File: src/rtl/hfwt_pkg.sv
// ----------------------------------------------------------------------------
// hfwt_pkg
// shared types and constants of the header field word tokenizer
// ----------------------------------------------------------------------------
package hfwt_pkg;

	// character codes
	localparam logic [7:0] CH_NL    = 8'h0A;
	localparam logic [7:0] CH_TAB   = 8'h09;
	localparam logic [7:0] CH_VT    = 8'h0B;
	localparam logic [7:0] CH_FF    = 8'h0C;
	localparam logic [7:0] CH_CR    = 8'h0D;
	localparam logic [7:0] CH_SP    = 8'h20;
	localparam logic [7:0] CH_COLON = 8'h3A;
	localparam logic [7:0] CH_BSL   = 8'h5C;

	// default depth of the queue between front and back
	localparam int QueueDepthDefault = 4;

	typedef enum logic [2:0] {
		TK_CHAR   = 3'd0,
		TK_WORD   = 3'd1,
		TK_PHRASE = 3'd2,
		TK_RTRIM  = 3'd3,
		TK_LABEL  = 3'd4
	} tok_kind_t;

	typedef struct packed {
		tok_kind_t  kind;
		logic [7:0] chr;
	} tok_t;

	// one queue entry holds every token of one input transfer
	typedef struct packed {
		logic two;
		tok_t t0;
		tok_t t1;
	} entry_t;

endpackage

File: src/rtl/hfwt_front.sv
// ----------------------------------------------------------------------------
// hfwt_front
// accepts input bytes, tracks tokenizer mode and flags, builds queue entries
// ----------------------------------------------------------------------------
module hfwt_front (
	input  logic              clk,
	input  logic              arst_n,
	input  logic              in_valid,
	output logic              in_stall,
	input  logic [7:0]        data_byte,
	input  logic              end_mark,
	input  logic              q_full,
	output logic              push_valid,
	output hfwt_pkg::entry_t  push_data
);

	typedef struct packed {
		logic in_word;
		logic esc;
		logic label;
		logic nl_seen;
	} flags_t;

	typedef struct packed {
		flags_t      st;
		logic [1:0]  n;
		hfwt_pkg::tok_t t0;
		hfwt_pkg::tok_t t1;
	} step_t;

	function automatic hfwt_pkg::tok_t mk(hfwt_pkg::tok_kind_t k, logic [7:0] c);
		hfwt_pkg::tok_t t;
		t.kind = k;
		t.chr  = (k == hfwt_pkg::TK_CHAR) ? c : 8'h00;
		return t;
	endfunction

	function automatic logic is_space(logic [7:0] c);
		return c == hfwt_pkg::CH_SP || c == hfwt_pkg::CH_TAB || c == hfwt_pkg::CH_VT
			|| c == hfwt_pkg::CH_FF || c == hfwt_pkg::CH_CR;
	endfunction

	function automatic step_t word_step(flags_t s, logic [7:0] ch);
		step_t r;
		r.st = s;
		r.n  = 2'd0;
		r.t0 = mk(hfwt_pkg::TK_CHAR, 8'h00);
		r.t1 = mk(hfwt_pkg::TK_CHAR, 8'h00);
		if (s.nl_seen) begin
			r.st.nl_seen = 1'b0;
			if (ch == hfwt_pkg::CH_NL) begin
				r.n = 2'd2;
				r.t0 = mk(hfwt_pkg::TK_WORD, 8'h00);
				r.t1 = mk(hfwt_pkg::TK_PHRASE, 8'h00);
				r.st.in_word = 1'b0;
				r.st.esc = 1'b0;
				r.st.label = 1'b1;
			end else if (is_space(ch)) begin
				// folded continuation joins with one space
				r.n = 2'd1;
				r.t0 = mk(hfwt_pkg::TK_CHAR, hfwt_pkg::CH_SP);
				r.st.in_word = 1'b0;
			end else if (ch == hfwt_pkg::CH_BSL) begin
				r.n = 2'd1;
				r.t0 = mk(hfwt_pkg::TK_WORD, 8'h00);
				r.st.esc = 1'b1;
				r.st.label = 1'b1;
			end else begin
				r.n = 2'd2;
				r.t0 = mk(hfwt_pkg::TK_WORD, 8'h00);
				r.t1 = mk(hfwt_pkg::TK_CHAR, ch);
				r.st.label = 1'b1;
			end
		end else if (s.esc) begin
			r.st.esc = 1'b0;
			r.n = 2'd1;
			r.t0 = mk(hfwt_pkg::TK_CHAR, ch);
		end else if (ch == hfwt_pkg::CH_NL) begin
			r.n = 2'd1;
			r.t0 = mk(hfwt_pkg::TK_RTRIM, 8'h00);
			r.st.nl_seen = 1'b1;
		end else if (ch == hfwt_pkg::CH_BSL) begin
			r.st.esc = 1'b1;
		end else if (s.label && ch == hfwt_pkg::CH_COLON) begin
			r.n = 2'd2;
			r.t0 = mk(hfwt_pkg::TK_RTRIM, 8'h00);
			r.t1 = mk(hfwt_pkg::TK_LABEL, 8'h00);
			r.st.in_word = 1'b0;
			r.st.label = 1'b0;
		end else begin
			r.n = 2'd1;
			r.t0 = mk(hfwt_pkg::TK_CHAR, ch);
		end
		return r;
	endfunction

	function automatic step_t skip_step(flags_t s, logic [7:0] ch);
		step_t  r;
		flags_t s2;
		r.st = s;
		r.n  = 2'd0;
		r.t0 = mk(hfwt_pkg::TK_CHAR, 8'h00);
		r.t1 = mk(hfwt_pkg::TK_CHAR, 8'h00);
		s2 = s;
		if (s.esc) begin
			r.st.esc = 1'b0;
			r.st.in_word = 1'b1;
			r.n = 2'd1;
			r.t0 = mk(hfwt_pkg::TK_CHAR, ch);
		end else if (ch == hfwt_pkg::CH_NL) begin
			if (!s.label) begin
				s2.in_word = 1'b1;
				r = word_step(s2, ch);
			end
		end else if (is_space(ch)) begin
			r.n = 2'd0;
		end else if (ch == hfwt_pkg::CH_BSL) begin
			r.st.esc = 1'b1;
		end else begin
			r.st.in_word = 1'b1;
			r.n = 2'd1;
			r.t0 = mk(hfwt_pkg::TK_CHAR, ch);
		end
		return r;
	endfunction

	flags_t     flags_q;
	step_t      nxt;
	logic [7:0] ch;
	logic       drop;
	logic       accept;

	assign ch     = end_mark ? hfwt_pkg::CH_NL : data_byte;
	assign drop   = !end_mark && data_byte == hfwt_pkg::CH_CR;
	assign nxt    = flags_q.in_word ? word_step(flags_q, ch) : skip_step(flags_q, ch);
	assign in_stall = q_full;
	assign accept = in_valid && !in_stall;

	assign push_valid     = accept && !drop && nxt.n != 2'd0;
	assign push_data.two  = nxt.n == 2'd2;
	assign push_data.t0   = nxt.t0;
	assign push_data.t1   = nxt.t1;

	always_ff @(posedge clk or negedge arst_n) begin
		if (!arst_n) begin
			flags_q <= '{in_word: 1'b0, esc: 1'b0, label: 1'b1, nl_seen: 1'b0};
		end else if (accept && !drop) begin
			flags_q <= nxt.st;
		end
	end

endmodule

File: src/rtl/hfwt_queue.sv
// ----------------------------------------------------------------------------
// hfwt_queue
// small entry queue that decouples the front from the back
// ----------------------------------------------------------------------------
module hfwt_queue #(
	parameter int Depth = hfwt_pkg::QueueDepthDefault
) (
	input  logic              clk,
	input  logic              arst_n,
	input  logic              push_valid,
	input  hfwt_pkg::entry_t  push_data,
	output logic              full,
	output logic              pop_valid,
	input  logic              pop,
	output hfwt_pkg::entry_t  pop_data
);

	localparam int PtrW = (Depth > 1) ? $clog2(Depth) : 1;
	localparam int CntW = $clog2(Depth + 1);
	localparam logic [PtrW-1:0] PtrLast = PtrW'(Depth - 1);
	localparam logic [CntW-1:0] CntFull = CntW'(Depth);

	hfwt_pkg::entry_t mem_q [Depth];
	logic [PtrW-1:0]  wr_ptr_q;
	logic [PtrW-1:0]  rd_ptr_q;
	logic [CntW-1:0]  count_q;
	logic             do_push;
	logic             do_pop;

	assign full      = count_q == CntFull;
	assign pop_valid = count_q != '0;
	assign pop_data  = mem_q[rd_ptr_q];
	assign do_push   = push_valid && !full;
	assign do_pop    = pop && pop_valid;

	always_ff @(posedge clk) begin
		if (do_push) begin
			mem_q[wr_ptr_q] <= push_data;
		end
	end

	always_ff @(posedge clk or negedge arst_n) begin
		if (!arst_n) begin
			wr_ptr_q <= '0;
			rd_ptr_q <= '0;
			count_q  <= '0;
		end else begin
			if (do_push) begin
				wr_ptr_q <= (wr_ptr_q == PtrLast) ? '0 : wr_ptr_q + 1'b1;
			end
			if (do_pop) begin
				rd_ptr_q <= (rd_ptr_q == PtrLast) ? '0 : rd_ptr_q + 1'b1;
			end
			if (do_push && !do_pop) begin
				count_q <= count_q + 1'b1;
			end else if (do_pop && !do_push) begin
				count_q <= count_q - 1'b1;
			end
		end
	end

	// occupancy never exceeds the depth
	a_count_range: assert property (@(posedge clk) disable iff (!arst_n)
		count_q <= CntFull)
		else $error("queue count beyond depth");

	// the front never offers an entry while the queue is full
	a_no_push_full: assert property (@(posedge clk) disable iff (!arst_n)
		full |-> !push_valid)
		else $error("push while queue full");

	// a lone push raises occupancy by one
	a_push_count: assert property (@(posedge clk) disable iff (!arst_n)
		(do_push && !do_pop) |=> count_q == $past(count_q) + 1'b1)
		else $error("queue count did not follow push");

endmodule

File: src/rtl/hfwt_back.sv
// ----------------------------------------------------------------------------
// hfwt_back
// serialises queue entries into single tokens behind an output register
// ----------------------------------------------------------------------------
module hfwt_back (
	input  logic              clk,
	input  logic              arst_n,
	input  logic              pop_valid,
	input  hfwt_pkg::entry_t  pop_data,
	output logic              pop,
	output logic              out_valid,
	input  logic              out_stall,
	output logic [2:0]        token_kind,
	output logic [7:0]        token_char,
	output logic              last_of_run
);

	logic           valid_q;
	logic           second_q;
	hfwt_pkg::tok_t tok_q;
	logic           last_q;
	logic           load;

	assign load = !valid_q || !out_stall;
	// pop once the final token of the head entry goes into the register
	assign pop  = load && pop_valid && (!pop_data.two || second_q);

	always_ff @(posedge clk or negedge arst_n) begin
		if (!arst_n) begin
			valid_q  <= 1'b0;
			second_q <= 1'b0;
		end else if (load) begin
			valid_q <= pop_valid;
			if (pop_valid) begin
				second_q <= pop_data.two && !second_q;
			end
		end
	end

	always_ff @(posedge clk) begin
		if (load && pop_valid) begin
			tok_q  <= (pop_data.two && second_q) ? pop_data.t1 : pop_data.t0;
			last_q <= !pop_data.two || second_q;
		end
	end

	assign out_valid   = valid_q;
	assign token_kind  = tok_q.kind;
	assign token_char  = tok_q.chr;
	assign last_of_run = last_q;

endmodule

File: src/rtl/header_field_word_tokenizer_top.sv
// ----------------------------------------------------------------------------
// header_field_word_tokenizer_top
// header text tokenizer with a decoupled classify front and token back end
// ----------------------------------------------------------------------------
// input channel: in_valid / in_stall carry one byte (data_byte) or an end
// mark (end_mark, acts as a newline) per transfer
// output channel: out_valid / out_stall carry one token per transfer:
// token_kind, token_char (zero unless a literal) and last_of_run on the
// final token caused by one input transfer
// the front decides all tokens of an input in the cycle it is accepted and
// writes them as one entry into a small queue; carriage returns and
// swallowed bytes write nothing
// path: a token passes the queue memory and then the output register before
// it appears on the output, even when the queue is empty
// throughput: one input transfer per cycle while the queue is not full; the
// back end drains one token per cycle while out_stall is low, so two tokens
// of one input occupy it longer, which the queue (QueueDepth entries) absorbs
// in_stall rises only when the queue is full; out_stall holds the output
// register, the queue then fills and finally stalls the input
// reset: flags return to skipping whitespace with a field name expected,
// the queue empties and out_valid drops
// ----------------------------------------------------------------------------
module header_field_word_tokenizer_top #(
	parameter int QueueDepth = hfwt_pkg::QueueDepthDefault
) (
	input  logic       clk,
	input  logic       arst_n,
	input  logic       in_valid,
	output logic       in_stall,
	input  logic [7:0] data_byte,
	input  logic       end_mark,
	output logic       out_valid,
	input  logic       out_stall,
	output logic [2:0] token_kind,
	output logic [7:0] token_char,
	output logic       last_of_run
);

	// entry path between the parts
	logic             push_valid;
	hfwt_pkg::entry_t push_data;
	logic             q_full;
	logic             pop_valid;
	logic             pop;
	hfwt_pkg::entry_t pop_data;

	// front: classification, flag state, entry building
	hfwt_front u_front (
		.clk        (clk),
		.arst_n     (arst_n),
		.in_valid   (in_valid),
		.in_stall   (in_stall),
		.data_byte  (data_byte),
		.end_mark   (end_mark),
		.q_full     (q_full),
		.push_valid (push_valid),
		.push_data  (push_data)
	);

	// queue: lets the front run while the back end is stalled or busy
	hfwt_queue #(
		.Depth (QueueDepth)
	) u_queue (
		.clk        (clk),
		.arst_n     (arst_n),
		.push_valid (push_valid),
		.push_data  (push_data),
		.full       (q_full),
		.pop_valid  (pop_valid),
		.pop        (pop),
		.pop_data   (pop_data)
	);

	// back: one token per output transfer from a registered stage
	hfwt_back u_back (
		.clk         (clk),
		.arst_n      (arst_n),
		.pop_valid   (pop_valid),
		.pop_data    (pop_data),
		.pop         (pop),
		.out_valid   (out_valid),
		.out_stall   (out_stall),
		.token_kind  (token_kind),
		.token_char  (token_char),
		.last_of_run (last_of_run)
	);

endmodule
File: config.mk
export PLATFORM = sky130hd
export DESIGN_NAME = header_field_word_tokenizer_top
export DESIGN_NICKNAME = d
export VERILOG_FILES = /design/src/rtl/hfwt_pkg.sv /design/src/rtl/hfwt_front.sv /design/src/rtl/hfwt_queue.sv /design/src/rtl/hfwt_back.sv /design/src/rtl/header_field_word_tokenizer_top.sv
export SDC_FILE = /design/constraint.sdc
export NUM_CORES = 1
export LEC_CHECK = 0
export BUFFER_PORTS_ARGS = -buffer_cell sky130_fd_sc_hd__buf_2
export CORE_UTILIZATION = 25
export CTS_CLUSTER_DIAMETER = 100
export DETAILED_ROUTE_END_ITERATION = 10
export SLEW_MARGIN = 30
export SYNTH_ARGS = -nofsm -noshare
export SYNTH_HDL_FRONTEND = slang
export SYNTH_SLANG_ARGS = --single-unit
File: constraint.sdc
create_clock -name clk -period 6.55 [get_ports clk]
set_input_delay 0 -clock clk [delete_from_list [all_inputs] [get_ports clk]]
set_output_delay 0 -clock clk [all_outputs]
set_load 0.05 [all_outputs]
Yosys cells after proc, flatten, opt, wreduce, memory -nomap -nowiden
Memories as Yosys holds them, arrays and structs flattened.
Index checks and enable logic that the tools add are counted.
{"block": "word_totals", "input_bits": 13, "ramBits": 92, "reg_bits": 25, "elab_cells": 129, "out_inout_bits": 14, "n_memories": 1}
{"memory": "u_queue.mem_q", "words": 4, "word_bits": 23, "rd": 1, "rd_clocked_by_memory_dff": 0, "wr": 1, "line": "hfwt_queue.sv:23", "text": "hfwt_pkg::entry_t mem_q [Depth];"}
{"block": "op_classes", "n_mux": 49, "add_sub_neg": 4, "n_reduce_logical": 38, "eq_ne": 25}
{"op": "$mux 28", "count": 4}
{"op": "$mux 13", "count": 7}
{"op": "$mux 11", "count": 8}
{"op": "$eq 8x4->1 const B", "count": 6}
{"op": "$mux 24", "count": 2}
{"op": "$mux 2", "count": 10}
{"op": "$ne 4x4->1 const B", "count": 5}
{"op": "$eq 8x6->1 const B", "count": 2}
{"op": "$mux 8", "count": 2}
{"op": "$logic_and 1x1->1", "count": 13}
{"op": "$mux 12", "count": 1}
{"op": "$mux 3", "count": 4}
{"op": "$mux 1", "count": 11}
{"op": "$logic_not 1->1", "count": 9}
{"op": "$eq 8x7->1 const B", "count": 1}
{"op": "$reduce_and 8->1", "count": 1}
{"op": "$eq 2x2->1 const B", "count": 3}
{"op": "$logic_or 1x1->1", "count": 6}
{"op": "$ne 3x3->1 const B", "count": 2}
{"op": "$reduce_bool 2->1", "count": 3}
{"op": "$reduce_bool 3->1", "count": 2}
{"op": "$reduce_and 5->1", "count": 1}
{"op": "$add 2x1->2 const B", "count": 2}
{"op": "$ne 2x1->1 const B", "count": 2}
{"op": "9 further kinds", "count": 9}

Longest topological paths before layout
Gate-level depths: netlist of run 1.
{"block": "depth", "depth_word": 17, "mapped_depth": 13, "depth_no_buf": 11}

By module
Synthesis of run 1 repeated with hierarchy kept, for this count alone.
{"block": "hier_totals", "hier_cells": 330, "hier_area_um2": 5375.2}
{"module": "hfwt_queue", "area_each_um2": 3829.9, "n_inst": 1, "cells_each": 158, "seq_area_each_um2": 2937.8}
{"module": "hfwt_front", "area_each_um2": 910.9, "n_inst": 1, "cells_each": 139, "seq_area_each_um2": 101.3}
{"module": "hfwt_back", "area_each_um2": 634.4, "n_inst": 1, "cells_each": 33, "seq_area_each_um2": 410.4}

Least setup slack after synthesis of run 1
Ideal clock, no wire load.
{"block": "synth_timing", "path_type": "reg2reg", "startpoint": "reg u_queue.count_q[0]", "endpoint": "reg u_queue.count_q[1]", "slack_ns": 3.143, "t_required_ns": 6.425, "path_stages_with_launch": 9, "n_path_buf": 0, "arrival_time_ns": 3.282, "synth_period_minus_slack_ns": 3.407, "setup_ns": 0.125, "path_cell_list": "dfrtp_1 -> nor3b_1 -> a311oi_2 -> and2_1 -> a31o_2 -> ha_1 -> inv_1 -> fa_1 -> mux2_2"}
{"block": "synth_via", "elab_chain_cells": 9, "word_cells_on_any_way": 19, "classes_between": "add/sub: 2; eq/ne: 1; mux: 2; reduce/logical: 14"}
{"element": "from (decl)", "line": "hfwt_queue.sv:26", "text": "logic [CntW-1:0] count_q;"}
{"element": "from (signal assigned)", "line": "hfwt_queue.sv:55", "text": "count_q <= count_q + 1'b1;"}
{"element": "from (signal assigned)", "line": "hfwt_queue.sv:57", "text": "count_q <= count_q - 1'b1;"}
{"element": "$eq 3x3->1 *", "line": "hfwt_queue.sv:30", "text": "assign full = count_q == CntFull;"}
{"element": "named net in_stall", "line": "header_field_word_tokenizer_top.sv:29", "text": "output logic in_stall,"}
{"element": "$logic_not 1->1 *", "line": "hfwt_front.sv:137, hfwt_queue.sv:33"}
{"element": "$logic_and 1x1->1", "line": "hfwt_front.sv:137", "text": "assign accept = in_valid && !in_stall;"}
{"element": "$logic_and 1x1->1 (2 in series)", "line": "hfwt_front.sv:139", "text": "assign push_valid = accept && !drop && nxt.n != 2'd0;"}
{"element": "$logic_and 1x1->1 *", "line": "hfwt_queue.sv:33", "text": "assign do_push = push_valid && !full;"}
{"element": "named net u_queue.do_push", "line": "hfwt_queue.sv:27", "text": "logic do_push;"}
{"element": "$logic_not 1->1", "line": "hfwt_queue.sv:56", "text": "end else if (do_pop && !do_push) begin"}
{"element": "$logic_and 1x1->1", "line": "hfwt_queue.sv:56"}
{"element": "$reduce_bool 2->1 (no line)"}
The timed path passes the listed nets; every way through them passes the cells marked *. The select of a mux whose other input is x is not followed.
A chain may end at the register's enable or synchronous reset.

Worst setup path after layout of run 1
{"block": "layout_timing", "startpoint": "reg u_front.flags_q[3] (netlist bit)", "endpoint": "reg u_queue.count_q[2]"}
{"block": "layout_via", "elab_chain_cells": 7, "word_cells_on_any_way": 9, "classes_between": "mux: 2; reduce/logical: 7"}
{"element": "from (decl)", "line": "hfwt_front.sv:127", "text": "flags_t flags_q;"}
{"element": "from (signal assigned)", "line": "hfwt_front.sv:146", "text": "flags_q <= '{in_word: 1'b0, esc: 1'b0, label: 1'b1, nl_seen: 1'b0};"}
{"element": "from (signal assigned)", "line": "hfwt_front.sv:148", "text": "flags_q <= nxt.st;"}
{"element": "$mux 28 *", "line": "hfwt_front.sv:135", "text": "assign nxt = flags_q.in_word ? word_step(flags_q, ch) : skip_step(flags_q, ch);"}
{"element": "$reduce_bool 2->1 *", "line": "hfwt_front.sv:139"}
{"element": "$logic_and 1x1->1 *", "line": "hfwt_front.sv:139"}
{"element": "$logic_and 1x1->1 *", "line": "hfwt_queue.sv:33"}
{"element": "named net u_queue.do_push", "line": "hfwt_queue.sv:27"}
{"element": "$logic_not 1->1", "line": "hfwt_queue.sv:56"}
{"element": "$logic_and 1x1->1", "line": "hfwt_queue.sv:56"}
{"element": "$reduce_bool 2->1 (no line)"}
The timed path passes the listed nets; every way through them passes the cells marked *.

==> results of run 1 <==
worst min-delay path by stage:
stage | start | to
after floorplan | arst_n | u_back.out_valid
after global placement | arst_n | u_queue.count_q[1]
after detailed placement | arst_n | u_back.out_valid
after CTS | in_valid | u_front.flags_q[3]
after global routing | arst_n | u_back.out_valid
final | in_valid | u_front.flags_q[2]
worst max-delay path, cell delays in order (launching register included):
cell,delay (ps)
dfrtp_1,570
nand2_1,360
nand4_1,140
a211oi_1,350
and2_1,170
a31o_2,180
ha_1,210
inv_1,70
fa_1,430
xor2_1,150
nor2_1,110
xor2_1,160
metal layers:
layer  vias up  global-route usage
li1       1207                   -
met1      1320              0.1313
met2        60              0.1566
met3        10             0.02174
met4         0             0.03776
met5         -                   0
cell families after synthesis:
logic type	synth area share
muxes	0.1380
xor gates and xnor gates	0.005470
buffers and inverters	0.01823
AOI/OAI and AO/OA	0.05234
adders and majority gates	0.01979
and+or+nand+nor	0.09818
DFF	0.6680
state kept, by name (all words and copies together), names as in the netlist:
name	cells
u_back.token_char	8
u_back.last_of_run	1
u_back.second_q	1
u_queue.wr_ptr_q	2
u_queue.mem_q	84
u_back.token_kind	3
u_queue.rd_ptr_q	2
u_queue.count_q	3
u_back.out_valid	1
u_front.flags_q	4
cell type report:
class	instances	area [um2]	share of cell area
flip-flops and latches	109	3211	0.5837
multi-input cells	166	1524	0.2771
well taps	234	292.8	0.05323
clock buffers	10	229.0	0.04163
repair buffers	28	150.1	0.02730
clock inverters	6	71.32	0.01297
inverters	6	22.52	0.004095
cells in the final DEF, fill, tap and decap left out, types with 2 or more instances in the layout:
master         instances
or3_1                  2
and2_1                 5
a21oi_1                4
edfxtp_1              96
and2_2                 4
inv_6                  2
nand2b_1               5
a31oi_1                2
o21ai_0                8
ha_1                   6
nand2_1               13
nor2b_1                2
nor3b_1                6
mux4_1                 9
mux2_2                13
clkinvlp_4             2
dlygate4sd3_1          2
o31ai_1                2
xor2_1                 2
dfrtp_1               11
a21o_1                 2
nand3_1                2
clkbuf_16              9
inv_1                  6
nor3_1                10
mux4_2                12
buf_2                 26
nor2_1                28
and3_1                 2
power by group:
| group | internal, mW | switching [mW] | total [mW] |
|---|---|---|---|
| Sequential | 0.997 | 0.128 | 1.13 |
| Combinational | 0.311 | 0.449 | 0.760 |
| Clock | 0.300 | 0.244 | 0.544 |
==> results.toml, run 1 <==
[logic_synthesis]
syn_inst = 294
synth.distinct_cells = 55
synth_ff_type = "edfxtp_1"
synth-edff-count = 96
ys_top_cells_by_count = "edfxtp_1, nor2_1, mux2_2, nand2_1"
synth.area.top_cells = "edfxtp_1, dfrtp_1, mux4_2, mux4_1, mux2_2"
post-synth-top-area-fraction = 0.6000
syn_area_per_cell_um2 = 16.34
ys_seq_area_frac = 0.6680
syn_area_mm2 = 0.004805
synth_top_cell_by_area = "edfxtp_1"
ys.warnings.count = 0
async_reset_ff_frac = 0.1193
synth.most_common_cell = "edfxtp_1"
synthesis.nets = 314
ys_ff_latch = 109

[detailed_routing]
wl_met2_mm = 4.449
viasPerCell = 4.646
drcViolationCount = 0
ant_nets = 0
wl_per_cell_um = 16.61
drtIter0Drc = 238
wl_met3_um = 382
dr_total_vias = 2597
dr.max_layer_used = "met4"
wirelength_mm = 9.287
drt_pass1_iterations = 5
drt-met1-wl_mm = 4.355

[cts]
clk_latency_ps = 340
hold_buffers = 2
clockBufferDepth = 2
cts_tree = "built"
cts_resized = 0
cts.sink_count = 109
cts-root-buf = "clkbuf_16"
postCtsSetupBuffers = 0
cts.htree.levels = 3
clk_pin_slew_ps = 70
cts_buffers = 9

[final_layout]
drive_gt1_frac = 0.2492
post-route-util = 0.2931
fin_cells = 559
antenna_cells = 0
final_cell_area_mm2 = 0.005500
layout.nets = 340
areaGrowthSynthToFinish_pct = 14.48
fill_cells = 1875

[placed_design]
placedCellCount = 541
io_buffers = 26
gp_congestion = 0.8135
hpwl_mm = 6.142
dp_slack_ps = 3325
postPlaceCellArea_mm2 = 0.005179

[floorplanning]
start_util = 0.2560
dieArea_mm2 = 0.01978
num_rows = 50
core-area_mm2 = 0.01877
pin_count = 27
die_h_um = 140.6
die_w_um = 140.6

[hold_path]
hold_depth = 5
worstHoldPathType = "in -> reg"

[sta]
setup_tns_ps = 0
slew_violations = 0
setup_ws_ps = 3562
setup-violations-final = 0
hold_viol = 0
final.period_utilization = 0.4562
tightest_slew_ps = 691.9
hold_slack_ps = 72.43
period_needed_ps = 2988
slew_headroom = 0.5359
rsz0062_at_grt = "false"
finalClockSkew_ps = 6.688
fmax_mhz = 334.6

[power_and_ir_drop]
leakagePower_nw = 1.895
peakVddDrop_mv = 0.1310
p_total_mw = 2.429
powerDensity_mw_per_mm2 = 441.6

[run_status]
status = "finished clean"

[global_route]
grt_pass1_wl_mm = 14.60
grt_max_degree = 25
antenna_found_initial = 0
grt_pass1_vias = 2608
grt-ovfl-total = 0
grt_use_total = 0.09847

[worst_setup_path]
setup.worst_path.class = "reg -> reg"
crit_path_start = "u_front.flags_q[3]"
r2r_start = "u_front.flags_q[3]"
end_kind = "flip-flop"
r2r_end = "u_queue.count_q[2]"
required_ps = 6810
reg2reg_slack_ps = 3560
ff2ff_path_depth = 11
endpoint = "u_queue.count_q[2]"
critPathLaunchType = "flip-flop"
critPathMaxFanout = 19
cp.arrival_ps = 3250

[run]
maxCapViolCount = 0
(Power assumes the default switching activity.)
==> inputs of run 2 (changes only) <==
- clock period: 6.55 -> 3.1 ns (I/O delays scaled with it)
==> results.toml, run 2 (synthesis gave the netlist of run 1 again) <==
[sta]
slew_violations = 0
tightest_slew_ps = 640.9
setup_ws_ps = 239.3
rsz0062_at_grt = "false"
fmax_mhz = 349.6
hold_viol = 0
setup_tns_ps = 0
final.period_utilization = 0.9228
slew_headroom = 0.5714
finalClockSkew_ps = 8.002
hold_slack_ps = 81.05
setup-violations-final = 0
period_needed_ps = 2861

[final_layout]
multi_input_comb_area_mm2 = 0.001513
areaGrowthSynthToFinish_pct = 15.49
largest_register_ffs = 84
regArea_mm2 = 0.003209
antenna_cells = 0
drive_gt1_frac = 0.2597
layout.nets = 350
final_cell_area_mm2 = 0.005549
fin_cells = 569
post-route-util = 0.2957
fill_cells = 1866
layout_common_cells = "edfxtp_1, nor2_1, buf_2, nand2_1, mux2_2"
largest-register = "u_queue.mem_q"
final_common_cell = "edfxtp_1"

[hold_path]
worstHoldPathType = "in -> async"

[detailed_routing]
drtIter0Drc = 124
viasPerCell = 4.564
drcViolationCount = 0
wirelength_mm = 9.302
wl_per_cell_um = 16.35
dr_total_vias = 2597
drt_pass1_iterations = 4
ant_nets = 0

[power_and_ir_drop]
powerDensity_mw_per_mm2 = 928.4
peakVddDrop_mv = 0.3126
leakagePower_nw = 1.941
p_total_mw = 5.152

[placed_design]
io_buffers = 26
dp_slack_ps = 298.1
gp_congestion = 0.8697
postPlaceCellArea_mm2 = 0.005243
hpwl_mm = 6.107
placedCellCount = 551

[worst_setup_path]
ff2ff_path_depth = 11
endpoint = "u_queue.count_q[2]"
r2r_start = "u_front.flags_q[1]"
reg2reg_slack_ps = 240
required_ps = 3380
setup.worst_path.class = "reg -> reg"
cp.arrival_ps = 3140
critPathMaxFanout = 11
end_kind = "flip-flop"
crit_path_start = "u_front.flags_q[1]"
r2r_end = "u_queue.count_q[2]"
critPathLaunchType = "flip-flop"

[cts]
clk_pin_slew_ps = 70
clockBufferDepth = 2
cts.htree.levels = 3
postCtsSetupBuffers = 0
cts_tree = "built"
cts.sink_count = 109
clk_latency_ps = 350
cts-root-buf = "clkbuf_16"
cts_resized = 0
cts_buffers = 9

[global_route]
grt_max_degree = 24
antenna_found_initial = 0
grt_use_total = 0.09970
grt-ovfl-total = 0
grt_pass1_wl_mm = 14.63
grt_pass1_vias = 2630

[floorplanning]
die_w_um = 140.6
dieArea_mm2 = 0.01978
pin_count = 27
num_rows = 50
core-area_mm2 = 0.01877
start_util = 0.2560
die_h_um = 140.6

[run_status]
status = "finished clean"

[run]
maxCapViolCount = 0
==> run 2: cell count changes in the layout (fill, tap and decap cells not counted), sizes merged <==
cell    change
clkbuf      +1
clkinv      +1
inv         -1
bufinv      -1
buf        +10
==> run 2: power by group <==
part / internal (mW) / switching (mW)
clock network: 0.589 / 0.518
logic: 0.709 / 1.09
registers: 2.10 / 0.144
==> run 2: what timing repair did <==
action,CTS,global route
hold buffers,2,0
endpoints found under the setup margin,0,0
hold endpoints to repair,14,0
==> run 2: worst min path at each step <==
stage / to / start / depth (start not counted)
final: u_front.flags_q[3] / arst_n / 2
after global routing: u_back.second_q / arst_n / 2
after CTS: u_front.flags_q[3] / arst_n / 2
after detailed placement: u_back.second_q / arst_n / 1
after global placement: u_back.second_q / arst_n / 1
after floorplan: u_back.out_valid / arst_n / 0
==> run 2: cell type report <==
| class | count | area share |
|---|---|---|
| inverter | 6 | 0.004059 |
| tap | 234 | 0.05276 |
| timing repair buffer | 38 | 0.04059 |
| clock inverter | 5 | 0.006088 |
| multi-input combinational | 166 | 0.2726 |
| sequential | 109 | 0.5784 |
| clock buffer | 11 | 0.04555 |
==> run 2: per-layer routing <==
layer,vias to the layer above,track usage,share of wire
li1,1220,-,-
met1,1309,0.1311,0.47
met2,62,0.1574,0.47
met3,6,0.02480,0.048
met4,0,0.04119,0.011
met5,-,0,0
==> run 2: critical path, cell delays in order (launching register included) <==
cell and delay, ps:
dfstp_2 630, and4bb_2 280, nand4_1 90, a211oi_1 310, and2_1 180, a31o_2 170
ha_1 200, inv_1 70, fa_1 440, xor2_1 150, nor2_1 110, xor2_1 150
==> inputs of run 3 (changes only) <==
- RECOVER_POWER: unset -> 100
==> results.toml, run 3 (synthesis gave the netlist of run 1 again) <==
[sta]
period_needed_ps = 2877
fmax_mhz = 347.5
finalClockSkew_ps = 8.110
setup_tns_ps = 0
final.period_utilization = 0.9282
slew_headroom = 0.08406
hold_viol = 0
hold_slack_ps = 143.9
rsz0062_at_grt = "false"
slew_violations = 0
tightest_slew_ps = 1374
setup-violations-final = 0

[worst_setup_path]
critPathSlowestCell = "dfstp_2"
critPathLaunchType = "flip-flop"
cp_cell_sequence = "and4bb_2 -> nand4_1 -> a211oi_1 -> and2_0 -> a31o_2 -> ha_1 -> inv_1 -> fa_1 -> xor2_1 -> nor2_1 -> xor2_1"
r2r_end = "u_queue.count_q[2]"
cp.arrival_ps = 3150
max_stage_delay_ps = 630
r2r_start = "u_front.flags_q[1]"
ff2ff_path_depth = 11
critPathMaxFanout = 11
required_ps = 3370
critPathBufInv = 1
cp_common_cell = "xor2_1"
worst-path-stages = 11
reg2reg_slack_ps = 220
crit_family = "simple AND/OR/NAND/NOR gates"
setup.worst_path.class = "reg -> reg"
end_kind = "flip-flop"

[final_layout]
antenna_cells = 0
largest_register_ffs = 84
fin_cells = 569
final_common_cell = "edfxtp_1"
areaGrowthSynthToFinish_pct = 14.24
regArea_mm2 = 0.003209
fill_cells = 1875
layout_common_cells = "edfxtp_1, nor2_1, clkbuf_1, nand2_1"
post-route-util = 0.2925
layout.nets = 350
largest-register = "u_queue.mem_q"
multi_input_comb_area_mm2 = 0.001491
drive_gt1_frac = 0.1970

[detailed_routing]
viasPerCell = 4.552
drtIter0Drc = 167
dr_total_vias = 2590
wirelength_mm = 9.289
wl_per_cell_um = 16.33
ant_nets = 0
drt_pass1_iterations = 6
drcViolationCount = 0

[global_route]
met2_usage = 0.1574
antenna_found_initial = 0
grt-ovfl-total = 0
top_usage_layer = "met2"
grt_pass1_wl_mm = 14.63
grt_use_total = 0.09970
grt_pass1_vias = 2630
use_met3 = 0.02480
met1_usage = 0.1311
grt_max_degree = 24

[hold_path]
hold_depth = 3
worstHoldStart = "data_byte[5]"
hold_path_end = "u_queue.mem_q[2][5]"
worstHoldPathType = "in -> reg"

[cts]
clockBufferDepth = 2
cts.sink_count = 109
cts.htree.levels = 3
cts-root-buf = "clkbuf_16"
cts_resized = 0
cts_tree = "built"
cts_buffers = 9
clk_pin_slew_ps = 70
clk_latency_ps = 350

[power_and_ir_drop]
powerDensity_mw_per_mm2 = 927.7
peakVddDrop_mv = 0.3058
p_total_mw = 5.092
leakagePower_nw = 1.874

[floorplanning]
dieArea_mm2 = 0.01978
pin_count = 27
die_h_um = 140.6
core-area_mm2 = 0.01877
die_w_um = 140.6
num_rows = 50
start_util = 0.2560

[run_status]
status = "finished clean"

[placed_design]
hpwl_mm = 6.107
io_buffers = 26
placedCellCount = 551
gp_congestion = 0.8697

[run]
maxCapViolCount = 0
==> run 3: cell types whose count changed in the layout (fill, tap and decap cells not counted), moves of 4 or more <==
cell,delta
and2_0,+6
and2_1,-6
buf_2,-14
buf_4,-7
clkbuf_1,+17
clkbuf_2,+4
==> run 3: worst register-to-register path: cells and delay by family (launching register included) <==
kind	cells	cell delay [ps]
compound gates	2	500
simple gates	4	670
flops	1	630
xor+xnor	2	300
fa+ha+maj	2	640
buf+inv	1	70
==> run 3: through the flow <==
step	setup WS [ps]	area [um2]
final	222.6	5489
after CTS	271.9	5549
after global placement	346.4	5243
after global routing	49.01	5489
after floorplan	295.4	4810
after detailed placement	298.1	5243
==> run 3: area by class of cell <==
class	count	share of cell area
tap	234	0.05334
clock inverter	5	0.006155
multi-input combinational	166	0.2717
sequential	109	0.5847
clock buffer	11	0.04605
inverter	6	0.004103
timing repair buffer	38	0.03396
==> run 3: power by group <==
part	total (mW)	switching, mW	internal [mW]
logic	1.74	1.08	0.659
registers	2.25	0.144	2.11
clock network	1.10	0.510	0.589
total	5.09	1.74	3.36
==> run 3: worst max path at each step <==
stage                            start            endpoint  slack, ps
detailed placement  u_front.flags_q[1]  u_queue.count_q[2]        300
global route        u_front.flags_q[1]  u_queue.count_q[2]         50
global placement    u_front.flags_q[1]  u_queue.count_q[2]        350
floorplan           u_queue.count_q[0]  u_queue.count_q[1]        300
finish              u_front.flags_q[1]  u_queue.count_q[2]        220
CTS                 u_front.flags_q[1]  u_queue.count_q[2]        270
==> run 3: repair_timing <==
| item | CTS | global route |
|---|---|---|
| buffers inserted | 0 | 0 |
| hold buffers | 2 | 0 |
| endpoints found under the hold margin | 14 | 0 |
==> run 3: layer usage <==
layer / up-vias / part of all wire
met5: - / 0
met4: 0 / 0.013
met3: 9 / 0.032
met2: 49 / 0.47
met1: 1311 / 0.49
li1: 1221 / -
